--- config.mk ---
export PLATFORM = sky130hd
export DESIGN_NAME = zero_suppressed_length_counter
export DESIGN_NICKNAME = d
export VERILOG_FILES = /design/src/hw/rtl/zslc_pkg.sv /design/src/hw/rtl/zslc_front.sv /design/src/hw/rtl/zslc_fifo.sv /design/src/hw/rtl/zslc_back.sv /design/src/hw/rtl/zero_suppressed_length_counter.sv
export SDC_FILE = /design/constraint.sdc
export NUM_CORES = 1
export LEC_CHECK = 0
export BUFFER_PORTS_ARGS = -buffer_cell sky130_fd_sc_hd__buf_2
export CAP_MARGIN = 20
export CORE_MARGIN = 2
export CORE_UTILIZATION = 55
export CTS_CLUSTER_DIAMETER = 30
export DETAILED_ROUTE_END_ITERATION = 10
export GPL_TIMING_DRIVEN = 1
export PLACE_DENSITY = 0.78
export SLEW_MARGIN = 20
export SYNTH_ARGS = -nofsm -noshare
export SYNTH_HDL_FRONTEND = slang
export SYNTH_SLANG_ARGS = --single-unit
--- constraint.sdc ---
create_clock -name clk -period 4.88 [get_ports clk]
set_clock_uncertainty 0.2 [all_clocks]
set_input_delay 0.488 -clock clk [delete_from_list [all_inputs] [get_ports clk]]
set_output_delay 0.488 -clock clk [all_outputs]
set_load 0.01 [all_outputs]
--- src/hw/rtl/zslc_pkg.sv ---
`timescale 1ns / 1ps
// ----------------------------------------------------------------------------
// zslc_pkg: shared types and constants
// Config register indexes, queue token and limit structs, byte constants.
// ----------------------------------------------------------------------------
package zslc_pkg;

    localparam int STRIP_W      = 10;
    localparam int IN_TDATA_W   = 16;
    localparam int CH_LEN_W     = 12;
    localparam int POS_W        = 4;
    localparam int UNIT_LEN_W   = 16;
    localparam int OUT_TDATA_W  = 40;
    localparam int CFG_DATA_W   = 9;
    localparam int CFG_IDX_W    = 2;
    localparam int SPA_W        = 9;
    localparam int APC_W        = 3;
    localparam int CNT_W        = 5;
    localparam int STRIP_POS_W  = 10;
    localparam int APV_POS_W    = 8;
    localparam int SPC_W        = 11;

    // queue depth, power of two
    localparam int FIFO_DEPTH   = 4;
    localparam int FIFO_PTR_W   = $clog2(FIFO_DEPTH);

    localparam logic [CH_LEN_W-1:0] HEADER_BYTES  = 12'd7;
    localparam logic [CH_LEN_W-1:0] CLUSTER_BYTES = 12'd2;

    localparam logic [SPA_W-1:0] SPA_MAX   = 9'd256;
    localparam logic [APC_W-1:0] APC_MAX   = 3'd4;
    localparam logic [CNT_W-1:0] CNT_MAX   = 5'd16;

    localparam logic [SPA_W-1:0] SPA_RST   = 9'd128;
    localparam logic [APC_W-1:0] APC_RST   = 3'd2;
    localparam logic [CNT_W-1:0] CPU_RST   = 5'd12;
    localparam logic [CNT_W-1:0] UPE_RST   = 5'd8;

    typedef enum logic [CFG_IDX_W-1:0] {
        CFG_STRIPS_PER_APV    = 2'd0,
        CFG_APVS_PER_CHANNEL  = 2'd1,
        CFG_CHANNELS_PER_UNIT = 2'd2,
        CFG_UNITS_PER_EVENT   = 2'd3
    } cfg_idx_t;

    // one classified strip
    typedef struct packed {
        logic nonzero;
        logic apv_end;
        logic chan_end;
    } strip_tok_t;

    // clamped unit/event limits for the back end
    typedef struct packed {
        logic [CNT_W-1:0] channels_per_unit;
        logic [CNT_W-1:0] units_per_event;
    } unit_lim_t;

endpackage

--- src/hw/rtl/zslc_front.sv ---
`timescale 1ns / 1ps
// ----------------------------------------------------------------------------
// zslc_front: config registers and strip classifier
// Tracks strip position in channel and APV, tags each item with its
// nonzero, APV end and channel end flags and pushes it into the queue.
// ----------------------------------------------------------------------------
module zslc_front
(
    input  logic                              clk,
    input  logic                              rst_n,
    input  logic                              cfg_we,
    input  logic [zslc_pkg::CFG_IDX_W-1:0]    cfg_index,
    input  logic [zslc_pkg::CFG_DATA_W-1:0]   cfg_data,
    input  logic                              in_valid,
    output logic                              in_ready,
    input  logic [zslc_pkg::STRIP_W-1:0]      strip_value,
    input  logic                              q_full,
    output logic                              q_push,
    output zslc_pkg::strip_tok_t              q_tok,
    output zslc_pkg::unit_lim_t               lim
);
    import zslc_pkg::*;

    logic [SPA_W-1:0]       spa_reg;
    logic [APC_W-1:0]       apc_reg;
    logic [CNT_W-1:0]       cpu_reg;
    logic [CNT_W-1:0]       upe_reg;
    logic [STRIP_POS_W-1:0] strip_pos_reg, strip_pos_next;
    logic [APV_POS_W-1:0]   apv_pos_reg, apv_pos_next;

    logic [SPA_W-1:0]       spa;
    logic [APC_W-1:0]       apc;
    logic [SPA_W+APC_W-1:0] spc_full;
    logic [SPC_W-1:0]       spc;
    logic                   chan_end;
    logic                   apv_end;
    logic                   accept;

    function automatic logic [CNT_W-1:0] clamp_cnt(input logic [CNT_W-1:0] v);
        logic [CNT_W-1:0] r;
        if (v == '0)
            r = CNT_W'(1);
        else if (v > CNT_MAX)
            r = CNT_MAX;
        else
            r = v;
        return r;
    endfunction

    always_ff @(posedge clk or negedge rst_n)
    begin
        if (!rst_n)
        begin
            spa_reg <= SPA_RST;
            apc_reg <= APC_RST;
            cpu_reg <= CPU_RST;
            upe_reg <= UPE_RST;
        end
        else if (cfg_we)
        begin
            unique case (cfg_idx_t'(cfg_index))
                CFG_STRIPS_PER_APV:    spa_reg <= cfg_data;
                CFG_APVS_PER_CHANNEL:  apc_reg <= cfg_data[APC_W-1:0];
                CFG_CHANNELS_PER_UNIT: cpu_reg <= cfg_data[CNT_W-1:0];
                CFG_UNITS_PER_EVENT:   upe_reg <= cfg_data[CNT_W-1:0];
            endcase
        end
    end

    always_comb
    begin
        if (spa_reg == '0)
            spa = SPA_W'(1);
        else if (spa_reg > SPA_MAX)
            spa = SPA_MAX;
        else
            spa = spa_reg;

        if (apc_reg == '0)
            apc = APC_W'(1);
        else if (apc_reg > APC_MAX)
            apc = APC_MAX;
        else
            apc = apc_reg;

        // at most 256 * 4 = 1024, fits the strip limit
        spc_full = spa * {{SPA_W{1'b0}}, apc};
        spc      = spc_full[SPC_W-1:0];
    end

    assign lim.channels_per_unit = clamp_cnt(cpu_reg);
    assign lim.units_per_event   = clamp_cnt(upe_reg);

    assign chan_end = ({1'b0, strip_pos_reg} + SPC_W'(1)) >= spc;
    assign apv_end  = ({1'b0, apv_pos_reg} + SPA_W'(1)) >= spa;

    assign in_ready = !q_full;
    assign accept   = in_valid && in_ready;

    assign q_push           = accept;
    assign q_tok.nonzero    = (strip_value != '0);
    assign q_tok.apv_end    = apv_end;
    assign q_tok.chan_end   = chan_end;

    always_comb
    begin
        strip_pos_next = strip_pos_reg;
        apv_pos_next   = apv_pos_reg;
        if (accept)
        begin
            if (chan_end)
            begin
                strip_pos_next = '0;
                apv_pos_next   = '0;
            end
            else
            begin
                strip_pos_next = strip_pos_reg + STRIP_POS_W'(1);
                apv_pos_next   = apv_end ? '0 : apv_pos_reg + APV_POS_W'(1);
            end
        end
    end

    always_ff @(posedge clk or negedge rst_n)
    begin
        if (!rst_n)
        begin
            strip_pos_reg <= '0;
            apv_pos_reg   <= '0;
        end
        else
        begin
            strip_pos_reg <= strip_pos_next;
            apv_pos_reg   <= apv_pos_next;
        end
    end

endmodule

--- src/hw/rtl/zslc_fifo.sv ---
`timescale 1ns / 1ps
// ----------------------------------------------------------------------------
// zslc_fifo: short token queue
// Register queue between classifier and accumulator; push and pop may
// happen in the same cycle.
// ----------------------------------------------------------------------------
module zslc_fifo
(
    input  logic                  clk,
    input  logic                  rst_n,
    input  logic                  push,
    input  zslc_pkg::strip_tok_t  push_tok,
    output logic                  full,
    input  logic                  pop,
    output logic                  not_empty,
    output zslc_pkg::strip_tok_t  head_tok
);
    import zslc_pkg::*;

    strip_tok_t            mem_reg [FIFO_DEPTH];
    logic [FIFO_PTR_W-1:0] wr_ptr_reg, rd_ptr_reg;
    logic [FIFO_PTR_W:0]   count_reg, count_next;
    logic                  do_push;
    logic                  do_pop;

    assign full      = (count_reg == (FIFO_PTR_W+1)'(FIFO_DEPTH));
    assign not_empty = (count_reg != '0);
    assign do_push   = push && !full;
    assign do_pop    = pop && not_empty;
    assign head_tok  = mem_reg[rd_ptr_reg];

    always_comb
    begin
        count_next = count_reg;
        if (do_push && !do_pop)
            count_next = count_reg + (FIFO_PTR_W+1)'(1);
        else if (do_pop && !do_push)
            count_next = count_reg - (FIFO_PTR_W+1)'(1);
    end

    always_ff @(posedge clk)
    begin
        if (do_push)
            mem_reg[wr_ptr_reg] <= push_tok;
    end

    always_ff @(posedge clk or negedge rst_n)
    begin
        if (!rst_n)
        begin
            wr_ptr_reg <= '0;
            rd_ptr_reg <= '0;
            count_reg  <= '0;
        end
        else
        begin
            if (do_push)
                wr_ptr_reg <= wr_ptr_reg + FIFO_PTR_W'(1);
            if (do_pop)
                rd_ptr_reg <= rd_ptr_reg + FIFO_PTR_W'(1);
            count_reg <= count_next;
        end
    end

endmodule

--- src/hw/rtl/zslc_back.sv ---
`timescale 1ns / 1ps
// ----------------------------------------------------------------------------
// zslc_back: byte accumulator and result register
// Pops classified strips, counts cluster and header bytes, tracks channel
// and unit positions and holds each channel result until it is taken.
// ----------------------------------------------------------------------------
module zslc_back
(
    input  logic                               clk,
    input  logic                               rst_n,
    input  zslc_pkg::unit_lim_t                lim,
    input  logic                               q_not_empty,
    input  zslc_pkg::strip_tok_t               q_tok,
    output logic                               q_pop,
    output logic                               out_valid,
    input  logic                               out_ready,
    output logic [zslc_pkg::CH_LEN_W-1:0]      channel_length,
    output logic [zslc_pkg::POS_W-1:0]         channel_index,
    output logic [zslc_pkg::POS_W-1:0]         unit_index,
    output logic                               unit_done,
    output logic [zslc_pkg::UNIT_LEN_W-1:0]    unit_length,
    output logic                               event_done
);
    import zslc_pkg::*;

    logic                  open_reg, open_next;
    logic [CH_LEN_W-1:0]   ch_bytes_reg, ch_bytes_next;
    logic [UNIT_LEN_W-1:0] unit_bytes_reg, unit_bytes_next;
    logic [POS_W-1:0]      ch_pos_reg, ch_pos_next;
    logic [POS_W-1:0]      unit_pos_reg, unit_pos_next;

    logic                  out_valid_reg, out_valid_next;
    logic [CH_LEN_W-1:0]   out_ch_len_reg;
    logic [POS_W-1:0]      out_ch_idx_reg;
    logic [POS_W-1:0]      out_unit_idx_reg;
    logic                  out_unit_done_reg;
    logic [UNIT_LEN_W-1:0] out_unit_len_reg;
    logic                  out_event_done_reg;

    logic                  out_free;
    logic                  open1;
    logic                  close_cl;
    logic [CH_LEN_W-1:0]   cb1, cb2, cb3;
    logic [UNIT_LEN_W-1:0] ub_sum;
    logic                  unit_end;
    logic                  event_end;
    logic                  emit;

    assign out_free = !out_valid_reg || out_ready;
    // strips that end no channel drain even while a result waits
    assign q_pop    = q_not_empty && (!q_tok.chan_end || out_free);
    assign emit     = q_pop && q_tok.chan_end;

    always_comb
    begin
        cb1      = q_tok.nonzero ? ch_bytes_reg + CH_LEN_W'(1) : ch_bytes_reg;
        open1    = open_reg || q_tok.nonzero;
        close_cl = open1 && (!q_tok.nonzero || q_tok.chan_end || q_tok.apv_end);
        cb2      = close_cl ? cb1 + CLUSTER_BYTES : cb1;
        cb3      = cb2 + HEADER_BYTES;
        ub_sum   = unit_bytes_reg + {{(UNIT_LEN_W-CH_LEN_W){1'b0}}, cb3};
        unit_end  = ({1'b0, ch_pos_reg} + CNT_W'(1)) >= lim.channels_per_unit;
        event_end = unit_end && (({1'b0, unit_pos_reg} + CNT_W'(1)) >= lim.units_per_event);
    end

    always_comb
    begin
        open_next       = open_reg;
        ch_bytes_next   = ch_bytes_reg;
        unit_bytes_next = unit_bytes_reg;
        ch_pos_next     = ch_pos_reg;
        unit_pos_next   = unit_pos_reg;
        if (q_pop)
        begin
            if (!q_tok.chan_end)
            begin
                open_next     = open1 && !close_cl;
                ch_bytes_next = cb2;
            end
            else
            begin
                open_next     = 1'b0;
                ch_bytes_next = '0;
                if (unit_end)
                begin
                    ch_pos_next     = '0;
                    unit_bytes_next = '0;
                    unit_pos_next   = event_end ? '0 : unit_pos_reg + POS_W'(1);
                end
                else
                begin
                    ch_pos_next     = ch_pos_reg + POS_W'(1);
                    unit_bytes_next = ub_sum;
                end
            end
        end
    end

    always_comb
    begin
        if (emit)
            out_valid_next = 1'b1;
        else if (out_ready)
            out_valid_next = 1'b0;
        else
            out_valid_next = out_valid_reg;
    end

    always_ff @(posedge clk or negedge rst_n)
    begin
        if (!rst_n)
        begin
            open_reg       <= 1'b0;
            ch_bytes_reg   <= '0;
            unit_bytes_reg <= '0;
            ch_pos_reg     <= '0;
            unit_pos_reg   <= '0;
            out_valid_reg  <= 1'b0;
        end
        else
        begin
            open_reg       <= open_next;
            ch_bytes_reg   <= ch_bytes_next;
            unit_bytes_reg <= unit_bytes_next;
            ch_pos_reg     <= ch_pos_next;
            unit_pos_reg   <= unit_pos_next;
            out_valid_reg  <= out_valid_next;
        end
    end

    always_ff @(posedge clk)
    begin
        if (emit)
        begin
            out_ch_len_reg     <= cb3;
            out_ch_idx_reg     <= ch_pos_reg;
            out_unit_idx_reg   <= unit_pos_reg;
            out_unit_done_reg  <= unit_end;
            out_unit_len_reg   <= ub_sum;
            out_event_done_reg <= event_end;
        end
    end

    assign out_valid      = out_valid_reg;
    assign channel_length = out_ch_len_reg;
    assign channel_index  = out_ch_idx_reg;
    assign unit_index     = out_unit_idx_reg;
    assign unit_done      = out_unit_done_reg;
    assign unit_length    = out_unit_len_reg;
    assign event_done     = out_event_done_reg;

endmodule

--- src/hw/rtl/zero_suppressed_length_counter.sv ---
`timescale 1ns / 1ps
// ----------------------------------------------------------------------------
// zero_suppressed_length_counter: per-channel zero-suppressed byte lengths
//
// Strip samples enter on s_axis in readout order (strips of a channel,
// channels of a unit, units of an event), one item per cycle at full rate.
// On the last strip of each channel one result leaves on m_axis: the
// channel length with headers, its channel and unit index, the running
// unit total, tlast on the last channel of a unit and tuser on the last
// channel of the event. Other strips produce no result.
// A channel's last strip is written to the token queue when accepted
// and moved into the result register when the back end pops it.
// Throughput: one strip per cycle, set by the accumulator step in the
// back end, unless a channel-end strip waits on a stalled result.
// Geometry is set through cfg_we/cfg_index/cfg_data while idle.
// Reset clears all positions and counts and loads the default geometry
// (128 strips per APV, 2 APVs, 12 channels, 8 units).
// If m_axis stalls, the result register holds; the back end keeps draining
// strips that end no channel, and once the 4-entry queue fills,
// s_axis_tready drops.
// ----------------------------------------------------------------------------
module zero_suppressed_length_counter
(
    input  logic                                 clk,
    input  logic                                 rst_n,
    input  logic                                 cfg_we,
    input  logic [zslc_pkg::CFG_IDX_W-1:0]       cfg_index,
    input  logic [zslc_pkg::CFG_DATA_W-1:0]      cfg_data,
    input  logic                                 s_axis_tvalid,
    output logic                                 s_axis_tready,
    // [9:0] strip_value, [15:10] zero
    input  logic [zslc_pkg::IN_TDATA_W-1:0]      s_axis_tdata,
    output logic                                 m_axis_tvalid,
    input  logic                                 m_axis_tready,
    // [11:0] channel_length, [15:12] channel_index, [19:16] unit_index,
    // [35:20] unit_length, [39:36] zero
    output logic [zslc_pkg::OUT_TDATA_W-1:0]     m_axis_tdata,
    // unit_done
    output logic                                 m_axis_tlast,
    // [0] event_done
    output logic                                 m_axis_tuser
);
    import zslc_pkg::*;

    logic                  q_push;
    logic                  q_full;
    logic                  q_pop;
    logic                  q_not_empty;
    strip_tok_t            push_tok;
    strip_tok_t            head_tok;
    unit_lim_t             lim;
    logic [CH_LEN_W-1:0]   channel_length;
    logic [POS_W-1:0]      channel_index;
    logic [POS_W-1:0]      unit_index;
    logic [UNIT_LEN_W-1:0] unit_length;

    zslc_front u_front
    (
        .clk         (clk),
        .rst_n       (rst_n),
        .cfg_we      (cfg_we),
        .cfg_index   (cfg_index),
        .cfg_data    (cfg_data),
        .in_valid    (s_axis_tvalid),
        .in_ready    (s_axis_tready),
        .strip_value (s_axis_tdata[STRIP_W-1:0]),
        .q_full      (q_full),
        .q_push      (q_push),
        .q_tok       (push_tok),
        .lim         (lim)
    );

    zslc_fifo u_fifo
    (
        .clk       (clk),
        .rst_n     (rst_n),
        .push      (q_push),
        .push_tok  (push_tok),
        .full      (q_full),
        .pop       (q_pop),
        .not_empty (q_not_empty),
        .head_tok  (head_tok)
    );

    zslc_back u_back
    (
        .clk            (clk),
        .rst_n          (rst_n),
        .lim            (lim),
        .q_not_empty    (q_not_empty),
        .q_tok          (head_tok),
        .q_pop          (q_pop),
        .out_valid      (m_axis_tvalid),
        .out_ready      (m_axis_tready),
        .channel_length (channel_length),
        .channel_index  (channel_index),
        .unit_index     (unit_index),
        .unit_done      (m_axis_tlast),
        .unit_length    (unit_length),
        .event_done     (m_axis_tuser)
    );

    assign m_axis_tdata = {
        {(OUT_TDATA_W-CH_LEN_W-2*POS_W-UNIT_LEN_W){1'b0}},
        unit_length,
        unit_index,
        channel_index,
        channel_length
    };

endmodule

==> impl_results.md, run 1 <==
- Clock-pin slew on the worst setup and hold paths: about 0.060 ns
- CTS H-tree lvls: 4
- Drt total wl: ~16000 µm
- Post-synth top flop: dfrtp_1
- Pin count of the biggest net entering global routing: between 50 and 60
- Pleak: about 4.4 nW
- Die height: around 130 µm
- WL/cell: roughly 15 µm
- Final ANT Viol Nets: 0
- Final Max Tran Viols: 0
- Crit path required time: between 4 and 5 ns
- Die span in x: around 130 µm
- Synth top area cells: dfrtp_1 24%, edfxtp_1 18%, ha_1 9.7%
- Vias in the first global route: between 5000 and 6000
- Crit path time final: around 4.6 ns
- Maximum clock path buffer count: 2
- Post-synthesis sequential area ratio: 0.4405
- Most common cell in the synthesized netlist: nand2_1
- # fillers: ~1100
- Outcome: completed
- Clk sinks: between 100 and 150
- P per Cell Area: between 600 and 700 nW/µm²
- Root Buffer: clkbuf_16
- Yosys reg bits: roughly 140
- Post-synthesis async set-or-reset flop share: 0.6296
- Tot Pwr: between 0.006 and 0.007 W
- EDFF count, synth: 50
- Final core occ: 0.6547
- Post-Syn Area per Cell: 10.80 µm²
- Hold Vio Cnt, Final: 0
- Synth cell count leaders: 94 x nand2_1, 80 x dfrtp_1, 64 x ha_1, 50 x edfxtp_1, 43 x xnor2_1
- Initial antenna violation count: 0
- MaxCap Viol Count: 0
- I/O pins: 76
- Mapped Cells: roughly 760
- Critical Path End Type: flop
- Biggest area consumer among synthesized cells: dfrtp_1
- Iteration-0 DRC Markers: approximately 430
- Core area: 14590 µm²
- Tcrit/Tclk final: 0.9493
- Worst Hold Class: input pin to flop
- Initial Utilization: 0.5656
- Fmax: 215.9 MHz
- CP startpoint kind: flop
- Routability Congestion: between 0.8 and 0.9
- TritonCTS buffer count: 17
- Arr. time, crit path: around 4.6 ns
- Via count: a little under 6000
- Drt via density: about 5.5
- Synth unique cells: 72
- Antenna cells: 0
- Post-synthesis cell area: between 8000 and 9000 µm²
- I/O Buffers: between 60 and 70
- Slew @ Worst Pin: between 0.7 and 0.8 ns
- Area grow syn2layout: 15.75%
- GRT overflow: 0
- GRT Util Overall: 0.2081
- YS warnings: 0
- First-pass GRT wire length: roughly 27000 µm
- Row count: between 40 and 50
- Worst Path Max Fanout: 8
- Top-area cell type share of the netlist area: 0.2426
- Peak supply drop: ~0.36 mV
- Final setup viols: 0
- DRC: 0
- Post-DP HPWL: between 10000 and 15000 µm
- Worst-skew pair later-pin latency: 0.42 ns
- Worst setup path class: flop to flop
- Slew headroom: 0.5161
- Initial DRT Pass Iterations: 7
- Die area: 16000 µm²
- Layout cell share with drive strength beyond 1: 0.2249
- CTS tree: built
- Number of nets in the layout: between 900 and 1000
[power breakdown]
part / internal (W) / switching, W / leakage [nW] / total (W)
Sequential: 0.00174 / 0.000284 / 1.55 / 0.00203
Clock: 0.000851 / 0.000473 / 0.291 / 0.00132
Combinational: 0.00122 / 0.00167 / 2.54 / 0.00289
Total: 0.00382 / 0.00242 / 4.38 / 0.00624
[through the flow]
stage                     cell area, µm²  TNS [ns]  std cells  worst slack [ns]  hold slack [ns]
after floorplan                     8263         0        767            0.2502        -0.007591
after global routing                9552  -0.09224       1051          -0.03078          0.07120
final                               9552         0       1051            0.2472          0.08249
after CTS                           9443         0       1044           0.07620          0.06967
after global placement              8821         0       1011            0.1702           0.2729
after detailed placement            8821         0       1011           0.09251           0.2767
[kinds of logic after synthesis]
group / count (synthesis) / share of synthesized area
buffers and inverters: 64 / 0.03503
and+or+nand+nor: 250 / 0.1577
xor gates and xnor gates: 77 / 0.09219
other: 1 / 0.0004545
muxes: 29 / 0.04352
AOI/OAI and AO/OA: 134 / 0.1093
DFF: 135 / 0.4405
adders and majority gates: 74 / 0.1213
[metal layers]
metal,wire length [µm],share of wire,vias to the layer above,global-route usage
li1,-,-,2863,-
met1,7229,0.46,2834,0.2834
met2,7797,0.49,119,0.3356
met3,654,0.041,15,0.05272
met4,201,0.013,0,0.05365
met5,0,0,-,0
[final timing paths]
kind / start / end / slack, ns / depth (start not counted)
setup / recovery: u_fifo.rd_ptr_reg[0]$_DFFE_PN0P_ / u_back.unit_length[14]$_DFFE_PP_ / 0.25 / 18
hold / removal: cfg_data[8] / u_front.spa_reg[8]$_DFFE_PN0P_ / 0.08 / 3
setup reg to reg: u_fifo.rd_ptr_reg[0]$_DFFE_PN0P_ / u_back.unit_length[14]$_DFFE_PP_ / 0.25 / 18
hold reg to reg: u_back.unit_bytes_reg[0]$_DFFE_PN0P_ / u_back.unit_bytes_reg[0]$_DFFE_PN0P_ / 0.29 / 2
max in group asynchronous: rst_n / u_fifo.rd_ptr_reg[0]$_DFFE_PN0P_ / 3.06 / 3
min in group asynchronous: rst_n / u_back.unit_bytes_reg[15]$_DFFE_PN0P_ / 0.46 / 2
[layout make-up]
class,instances,area [µm²],share of cell area
inverters,41,153.9,0.01611
well taps,184,230.2,0.02410
clock buffers,19,432.9,0.04532
flip-flops and latches,135,3636,0.3807
multi-input cells,568,4394,0.4600
repair buffers,91,525.5,0.05502
clock inverters,13,178.9,0.01873
[what timing repair did]
action                                  CTS  global route
hold buffers                              1             0
resized for setup                         0            14
endpoints found under the setup margin    0            33
setup buffers                             0             7
hold endpoints to repair                 45             0
[cells in the final DEF, fill, tap and decap left out, types with 24 or more instances in the layout]
cell       n
xnor2_1   42
nand2_1   94
o21ai_0   35
edfxtp_1  50
buf_4     26
inv_1     39
xor2_1    26
mux2_2    25
buf_2     64
a22o_1    24
dfrtp_1   79
nor2_1    36
ha_1      63
[worst max-delay path: stages, from the launching register on]
cell,delay (ns)
dfrtp_2,0.43
mux4_2,0.62
buf_4,0.18
nor3b_2,0.17
nor2_2,0.19
xnor2_1,0.17
ha_1,0.17
inv_1,0.06
xnor2_1,0.24
ha_1,0.31
a21o_1,0.20
a21oi_1,0.23
o21bai_1,0.11
a21oi_2,0.18
o21bai_1,0.11
a41oi_1,0.32
a21o_1,0.25
nor2_1,0.08
xor2_1,0.14
No activity file was read; power rests on OpenSTA's default activity.
==> run 2: changes to the inputs <==
==> constraint.sdc (replaced) <==
create_clock -name clk -period 4.1 [get_ports clk]
set_clock_uncertainty 0.2 [all_clocks]
set_input_delay 0.41 -clock clk [delete_from_list [all_inputs] [get_ports clk]]
set_output_delay 0.41 -clock clk [all_outputs]
set_load 0.01 [all_outputs]
==> run 2 against run 1 <==
  * The flow now finishes with violations (setup timing)
  * Sequential share of layout area decreased by 5.5 points
  * First-iteration DRC count grew 8.0%
  * Global-route usage is 5.6 points higher
  * Hold slack lost 0.068 ns
  * Clock-buffer cell count is 1 lower
  * Die area unchanged
  * Power is 46% higher
  * Utilization up 11 points
  * Via count is 15% higher
  * Flip-flop and latch count unchanged
  * Clock power up 13%
  * Largest cell class unchanged
  * Highest routed layer unchanged
==> impl_results.md, run 2 (synthesized netlist as in run 1, its figures left out) <==
- Post-DP HPWL: 13340 µm (+16%)
- Outcome: finished, violations left
- Routability Congestion: 0.8782 (+8.9%)
- Final core occ: 0.7650 (+0.1103)
- GRT Util Overall: 0.2642 (+0.05607)
- Critical Path End Type: flop
- Tcrit/Tclk final: 1.107 (+0.1573)
- Peak supply drop: 0.5139 mV (+41%)
- Initial antenna violation count: 0 (unchanged)
- WL/cell: 18.14 µm (+20%)
- Worst hold endpoint: u_front.spa_reg[5]$_DFFE_PN0P_
- Slew headroom: 0.4657 (-0.05040)
- DRC: 0 (unchanged)
- Row count: 44 (unchanged)
- Hold path cells: 2 (-1)
- Antenna cells: 0 (unchanged)
- Number of nets in the layout: 1085 (+13%)
- I/O Buffers: 65 (unchanged)
- Clk sinks: 135 (unchanged)
- Pre-CTS setup slack: -0.4794 ns (-0.5720 ns)
- Die area: 16000 µm² (unchanged)
- Worst Path Max Fanout: 6 (-2)
- Pleak: 5.231 nW (+19%)
- Worst setup path class: flop to flop
- Pin count of the biggest net entering global routing: 86 (+65%)
- RSZ-0062 raised after global routing: yes
- I/O pins: 76 (unchanged)
- GRT overflow: 0 (unchanged)
- Reg2reg end: u_fifo.mem_reg[1][0]$_DFFE_PP_
- Drt via density: 5.706 (+2.8%)
- Drt total wl: 21340 µm (+34%)
- Via count: 6710 (+15%)
- Tot Pwr: 0.009114 W (+46%)
- Initial Utilization: 0.5656 (unchanged)
- Area grow syn2layout: 35.25%
- Final Max Tran Viols: 0 (unchanged)
- Final ANT Viol Nets: 0 (unchanged)
- Reg2Reg Setup Slack: -0.44 ns (-0.68 ns)
- Violated checks: setup timing
- Worst setup margin: -0.4372 ns (-0.6844 ns)
- Layout cell share with drive strength beyond 1: 0.4063 (+0.1813)
- Die height: 126.5 µm (unchanged)
- HP Start: cfg_data[5]
- Worst Hold Class: input pin to flop
- Commonest non-fill, non-tap cell in the layout: buf_4
- Fmax: 220.4 MHz (+2.1%)
- Crit path required time: 4.09 ns (-0.75 ns)
- TritonCTS buffer count: 17 (unchanged)
- Maximum clock path buffer count: 2 (unchanged)
- Worst r2r path cells: 21 (+3)
- # fillers: 874 (-21%)
- Slew @ Worst Pin: 0.8014 ns (+0.07827 ns)
- Clock-pin slew on the worst setup and hold paths: 0.06 ns (about the same)
- MaxCap Viol Count: 0 (unchanged)
- Vias in the first global route: 7082 (+24%)
- CP startpoint kind: flop
- Commonest non-fill, non-tap cells in the layout: 131 x buf_4, 91 x nand2_1, 79 x dfrtp_1, 64 x buf_2, 54 x ha_1
- Worst-skew pair later-pin latency: 0.44 ns (+0.02 ns)
- CTS H-tree lvls: 4 (unchanged)
- CTS tree: built
- First-pass GRT wire length: 33750 µm (+24%)
- P per Cell Area: 816.6 nW/µm² (+25%)
- Root Buffer: clkbuf_16
- Arr. time, crit path: 4.52 ns (-0.08 ns)
- Worst R2R Start: u_front.spa_reg[4]$_DFFE_PN0P_
- Final setup viols: 38 (+38)
- Core area: 14590 µm² (unchanged)
- Iteration-0 DRC Markers: 460 (+8.0%)
- Initial DRT Pass Iterations: 5 (-2)
- Die span in x: 126.5 µm (unchanged)
- Crit path time final: 4.537 ns (-0.09556 ns)
- Hold Vio Cnt, Final: 0 (unchanged)
-- run 2: layout make-up --
cell class                      instances  area [µm²]  area share
Clock buffer                           18       439.2     0.03935
Clock inverter                         14       123.9     0.01110
Inverter                               41       157.7     0.01413
Multi-Input combinational cell        569        5047      0.4522
Sequential cell                       135        3636      0.3258
Tap cell                              184       230.2     0.02063
Timing Repair Buffer                  215        1526      0.1368
-- run 2: critical path, cell delays in order, from the launching register on --
cell	delay, ns
dfrtp_1	0.40
nor4_4	0.32
a21oi_2	0.12
nor2_2	0.16
and2_4	0.16
fa_1	0.41
ha_2	0.20
buf_4	0.13
a21o_1	0.15
a21oi_2	0.16
o21ai_0	0.13
a21oi_2	0.19
o21bai_1	0.09
a21oi_1	0.15
xor2_1	0.17
ha_1	0.27
a21o_1	0.20
a21oi_2	0.18
o21ai_4	0.11
buf_6	0.15
buf_4	0.13
buf_6	0.11
-- run 2: what timing repair did --
action / in CTS / in global routing
pin swaps: 46 / 65
endpoints found under the setup margin: 39 / 44
resized for setup: 59 / 69
buffers inserted: 29 / 15
gates cloned: 1 / 0
endpoints found under the hold margin: 1 / 80
hold buffers: 1 / 1
-- run 2: how the worst max path moves through the flow --
stage / start / endpoint / slack (ns) / depth (start not counted)
CTS: u_front.spa_reg[7]$_DFFE_PN1P_ / u_front.strip_pos_reg[0]$_DFFE_PN0P_ / -0.33 / 22
detailed placement: u_front.spa_reg[5]$_DFFE_PN0P_ / u_front.strip_pos_reg[6]$_DFFE_PN0P_ / -0.48 / 23
global route: u_front.spa_reg[4]$_DFFE_PN0P_ / u_front.apv_pos_reg[6]$_DFFE_PN0P_ / -0.68 / 23
global placement: u_front.spa_reg[5]$_DFFE_PN0P_ / u_front.strip_pos_reg[6]$_DFFE_PN0P_ / -0.33 / 23
floorplan: u_front.spa_reg[7]$_DFFE_PN1P_ / u_front.strip_pos_reg[5]$_DFFE_PN0P_ / -0.21 / 23
finish: u_front.spa_reg[4]$_DFFE_PN0P_ / u_fifo.mem_reg[1][0]$_DFFE_PP_ / -0.44 / 21
-- run 2: per-layer routing --
layer  up-vias  global-route usage  wire length [µm]
met5         -                   0                 0
li1       3119                   -                 -
met3        54             0.05947               864
met4         0              0.1105               629
met2       195              0.4778             11530
met1      3342              0.3003              8310
-- run 2: power by group --
part	switching (W)	leakage [nW]	internal, W	total (W)
combinational	0.00276	3.41	0.00244	0.00520
sequential	0.000351	1.55	0.00208	0.00243
clock	0.000633	0.268	0.000854	0.00149
-- run 2: per-stage QoR --
stage                     area (µm²)  TNS [ns]  hold WS [ns]  std cells
final                          11160    -11.60       0.01489       1176
after CTS                      10720    -6.845      0.005410       1165
after global placement          9637    -6.637        0.2715       1103
after global routing           11160    -19.21      0.001425       1176
after detailed placement        9637    -10.84        0.2827       1103
after floorplan                 8398    -2.237      -0.08559        767
==> run 3: changes to the inputs <==
--- a/config.mk
+++ b/config.mk
@@ -7,12 +7,13 @@
 export LEC_CHECK = 0
 export BUFFER_PORTS_ARGS = -buffer_cell sky130_fd_sc_hd__buf_2
 export CAP_MARGIN = 20
-export CORE_MARGIN = 2
-export CORE_UTILIZATION = 55
+export CELL_PAD_IN_SITES_DETAIL_PLACEMENT = 2
+export CELL_PAD_IN_SITES_GLOBAL_PLACEMENT = 2
+export CORE_UTILIZATION = 40
 export CTS_CLUSTER_DIAMETER = 30
 export DETAILED_ROUTE_END_ITERATION = 10
 export GPL_TIMING_DRIVEN = 1
-export PLACE_DENSITY = 0.78
+export PLACE_DENSITY_LB_ADDON = 0.1
 export SLEW_MARGIN = 20
 export SYNTH_ARGS = -nofsm -noshare
 export SYNTH_HDL_FRONTEND = slang
==> constraint.sdc (replaced) <==
create_clock -name clk -period 4.4 [get_ports clk]
set_clock_uncertainty 0.2 [all_clocks]
set_input_delay 0.44 -clock clk [delete_from_list [all_inputs] [get_ports clk]]
set_output_delay 0.44 -clock clk [all_outputs]
set_load 0.01 [all_outputs]
==> run 3 against run 2 <==
  * The flow still finishes with violations (setup timing)
  * Die area up 33%
  * Critical path type unchanged
  * Clock-buffer cell count unchanged
  * Sequential share of layout area down 0.25 points
  * Clock power up 5%
  * Global-route usage up 1.5 points
  * Cell area up 0.76%
  * Flip-flop and latch count unchanged
  * Via count up 5.8%
==> impl_results.md, run 3 (synthesized netlist as in run 1, its figures left out) <==
- WP buf/inv: 3 (-1)
- Slew headroom: 0.3137 (-0.1520)
- Fmax: 206.8 MHz (-6.2%)
- Setup Total Neg Slack: -7.299 ns (+4.300 ns)
- TritonCTS buffer count: 17 (unchanged)
- Iteration-0 DRC Markers: 283 (-38%)
- Worst-skew pair later-pin latency: 0.45 ns (about the same)
- Row count: 52 (+18%)
- Root Buffer: clkbuf_16
- Clk sinks: 135 (unchanged)
- Worst R2R Start: u_fifo.rd_ptr_reg[0]$_DFFE_PN0P_
- Maximum clock path buffer count: 2 (unchanged)
- Pin count of the biggest net entering global routing: 54 (-37%)
- Initial DRT Pass Iterations: 4 (-1)
- Number of nets in the layout: 1074 (-1.0%)
- Commonest non-fill, non-tap cells in the layout: 123 x buf_4, 88 x nand2_1, 79 x dfrtp_1, 64 x buf_2, 53 x ha_1
- Critical path cell sequence: mux4_2, nor3b_4, buf_4, nor2_4, and3_4, xnor2_4, buf_4, nand2_2, nor2_1, xor2_1, ha_1, nor3_1, nor2_1, o211ai_1, a21oi_2, buf_4, nand2_2, xnor2_1
- CP startpoint kind: flop
- Global Route met3 Usage: 0.04796 (-0.01151)
- Hold_ws: 0.03029 ns (+0.01540 ns)
- I/O pins: 76 (unchanged)
- Die area: 21210 µm² (+33%)
- Commonest non-fill, non-tap cell in the layout: buf_4
- Outcome: finished, violations left
- Reg2reg end: u_back.unit_length[13]$_DFFE_PP_
- Worst r2r path cells: 18 (-14%)
- Final setup viols: 41 (+7.9%)
- Drt via density: 5.673 (-0.57%)
- Antenna cells: 0 (unchanged)
- Arr. time, crit path: 4.83 ns (+0.31 ns)
- Crit path time final: 4.836 ns (+0.2986 ns)
- Via count: 7097 (+5.8%)
- Die height: 145.6 µm (+15%)
- Worst Hold Class: input pin to flop
- Worst hold endpoint: u_front.spa_reg[5]$_DFFE_PN0P_
- Placed Area: 9549 µm² (-0.91%)
- Area of the multi-input gates: 5040 µm² (-0.15%)
- Pre-CTS setup slack: -0.5649 ns (-0.08543 ns)
- Drt total wl: 34190 µm (+60%)
- CP peak stage delay: 0.66 ns (+0.25 ns)
- Vias in the first global route: 7878 (+11%)
- First-pass GRT wire length: 44640 µm (+32%)
- Area grow syn2layout: 36.29%
- GRT Util Overall: 0.2791 (+0.01491)
- Reg2Reg Setup Slack: -0.44 ns (about the same)
- Layout cell share with drive strength beyond 1: 0.4098 (+0.003536)
- Hold Vio Cnt, Final: 0 (unchanged)
- DRC: 0 (unchanged)
- Final Max Tran Viols: 0 (unchanged)
- Initial antenna violation count: 0 (unchanged)
- Clock-pin slew on the worst setup and hold paths: 0.07 ns (about the same)
- CTS H-tree lvls: 4 (unchanged)
- Crit path required time: 4.39 ns (+0.30 ns)
- Die span in x: 145.6 µm (+15%)
- Register area: 3636 µm² (unchanged)
- RSZ-0062 raised after global routing: yes
- Critical Path End Type: flop
- Hold path cells: 2 (unchanged)
- Top delay family on crit path: simple AND/OR/NAND/NOR gates
- WL/cell: 27.33 µm (+51%)
- Slew @ Worst Pin: 1.026 ns (+0.2243 ns)
- Tcrit/Tclk final: 1.099 (-0.007592)
- Worst Path Max Fanout: 5 (-1)
- Peak supply drop: 0.4241 mV (-17%)
- Violated checks: setup timing
- Final ANT Viol Nets: 0 (unchanged)
- I/O Buffers: 65 (unchanged)
- # fillers: 1950 (+120%)
- Final Cell Area: 11250 µm² (+0.76%)
- Pleak: 5.167 nW (-1.2%)
- Met2 GRT Util: 0.5356 (+0.05775)
- Initial Utilization: 0.4078 (-0.1578)
- Worst path most repeated cell: buf_4
- MaxCap Viol Count: 0 (unchanged)
- Worst setup path class: flop to flop
- Post-DP HPWL: 17680 µm (+33%)
- Met1 usage: 0.3032 (+0.002880)
- P per Cell Area: 845.3 nW/µm² (+3.5%)
- GRT overflow: 0 (unchanged)
- CTS tree: built
- Top Usage Layer GRT: met2
- Routability Congestion: 0.7827 (-11%)
- Slowest-stage cell, CP: mux4_2
- HP Start: cfg_data[5]
- Worst setup margin: -0.4358 ns (+0.001414 ns)
- Core area: 20230 µm² (+39%)
run 3: cell types whose count changed in the layout (fill, tap and decap cells not counted), moves of 3 or more:
cell     previous run  this run
nand2_1            91        88
o21ai_0            22        27
buf_4             131       123
o21ai_1             6         2
buf_6              18        15
ha_4                6         9
nand2_2             1         5
run 3: worst max-delay path by stage:
stage                                           from                                   end  slack [ns]  cells past startpoint
floorplan             u_front.spa_reg[7]$_DFFE_PN1P_  u_front.strip_pos_reg[5]$_DFFE_PN0P_       0.006                     23
global placement      u_front.spa_reg[5]$_DFFE_PN0P_    u_front.apv_pos_reg[0]$_DFFE_PN0P_       -0.27                     23
detailed placement    u_front.spa_reg[5]$_DFFE_PN0P_    u_front.apv_pos_reg[2]$_DFFE_PN0P_       -0.56                     23
CTS                   u_front.spa_reg[4]$_DFFE_PN0P_    u_front.apv_pos_reg[2]$_DFFE_PN0P_       -0.17                     24
global route        u_fifo.rd_ptr_reg[0]$_DFFE_PN0P_      u_back.unit_length[13]$_DFFE_PP_       -0.59                     18
finish              u_fifo.rd_ptr_reg[0]$_DFFE_PN0P_      u_back.unit_length[13]$_DFFE_PP_       -0.44                     18
run 3: per-stage QoR:
step,cells,util,total power [W]
finish,1251,0.5558,0.009506
detailed placement,1178,0.4719,0.006166
floorplan,767,-,0.004497
global placement,1178,0.4719,0.005749
CTS,1236,0.5338,0.008441
global route,1251,0.5558,0.009876
run 3: area by class of cell:
class,count,area share
clock buffers,18,0.03905
clock inverters,14,0.01547
inverters,41,0.01391
multi-input cells,568,0.4482
flip-flops and latches,135,0.3233
well taps,270,0.03004
repair buffers,205,0.1301
run 3: routing by layer:
metal,routed length (µm),part of all wire
met5,0,0
met4,1380,0.040
met3,1046,0.031
met2,18680,0.55
met1,13080,0.38
run 3: power by group:
part           switching (W)  internal (W)  total (W)  leakage [nW]
clock               0.000646      0.000912    0.00156         0.296
sequential          0.000415       0.00194    0.00235          1.55
combinational        0.00316       0.00243    0.00560          3.32
total                0.00422       0.00528    0.00951          5.17
run 3: timing repair:
action	4_1_cts	5_1_grt
pin swaps	67	53
hold buffers	1	0
buffers inserted	26	18
endpoints found under the setup margin	38	40
resized for setup	92	63
endpoints found under the hold margin	52	0
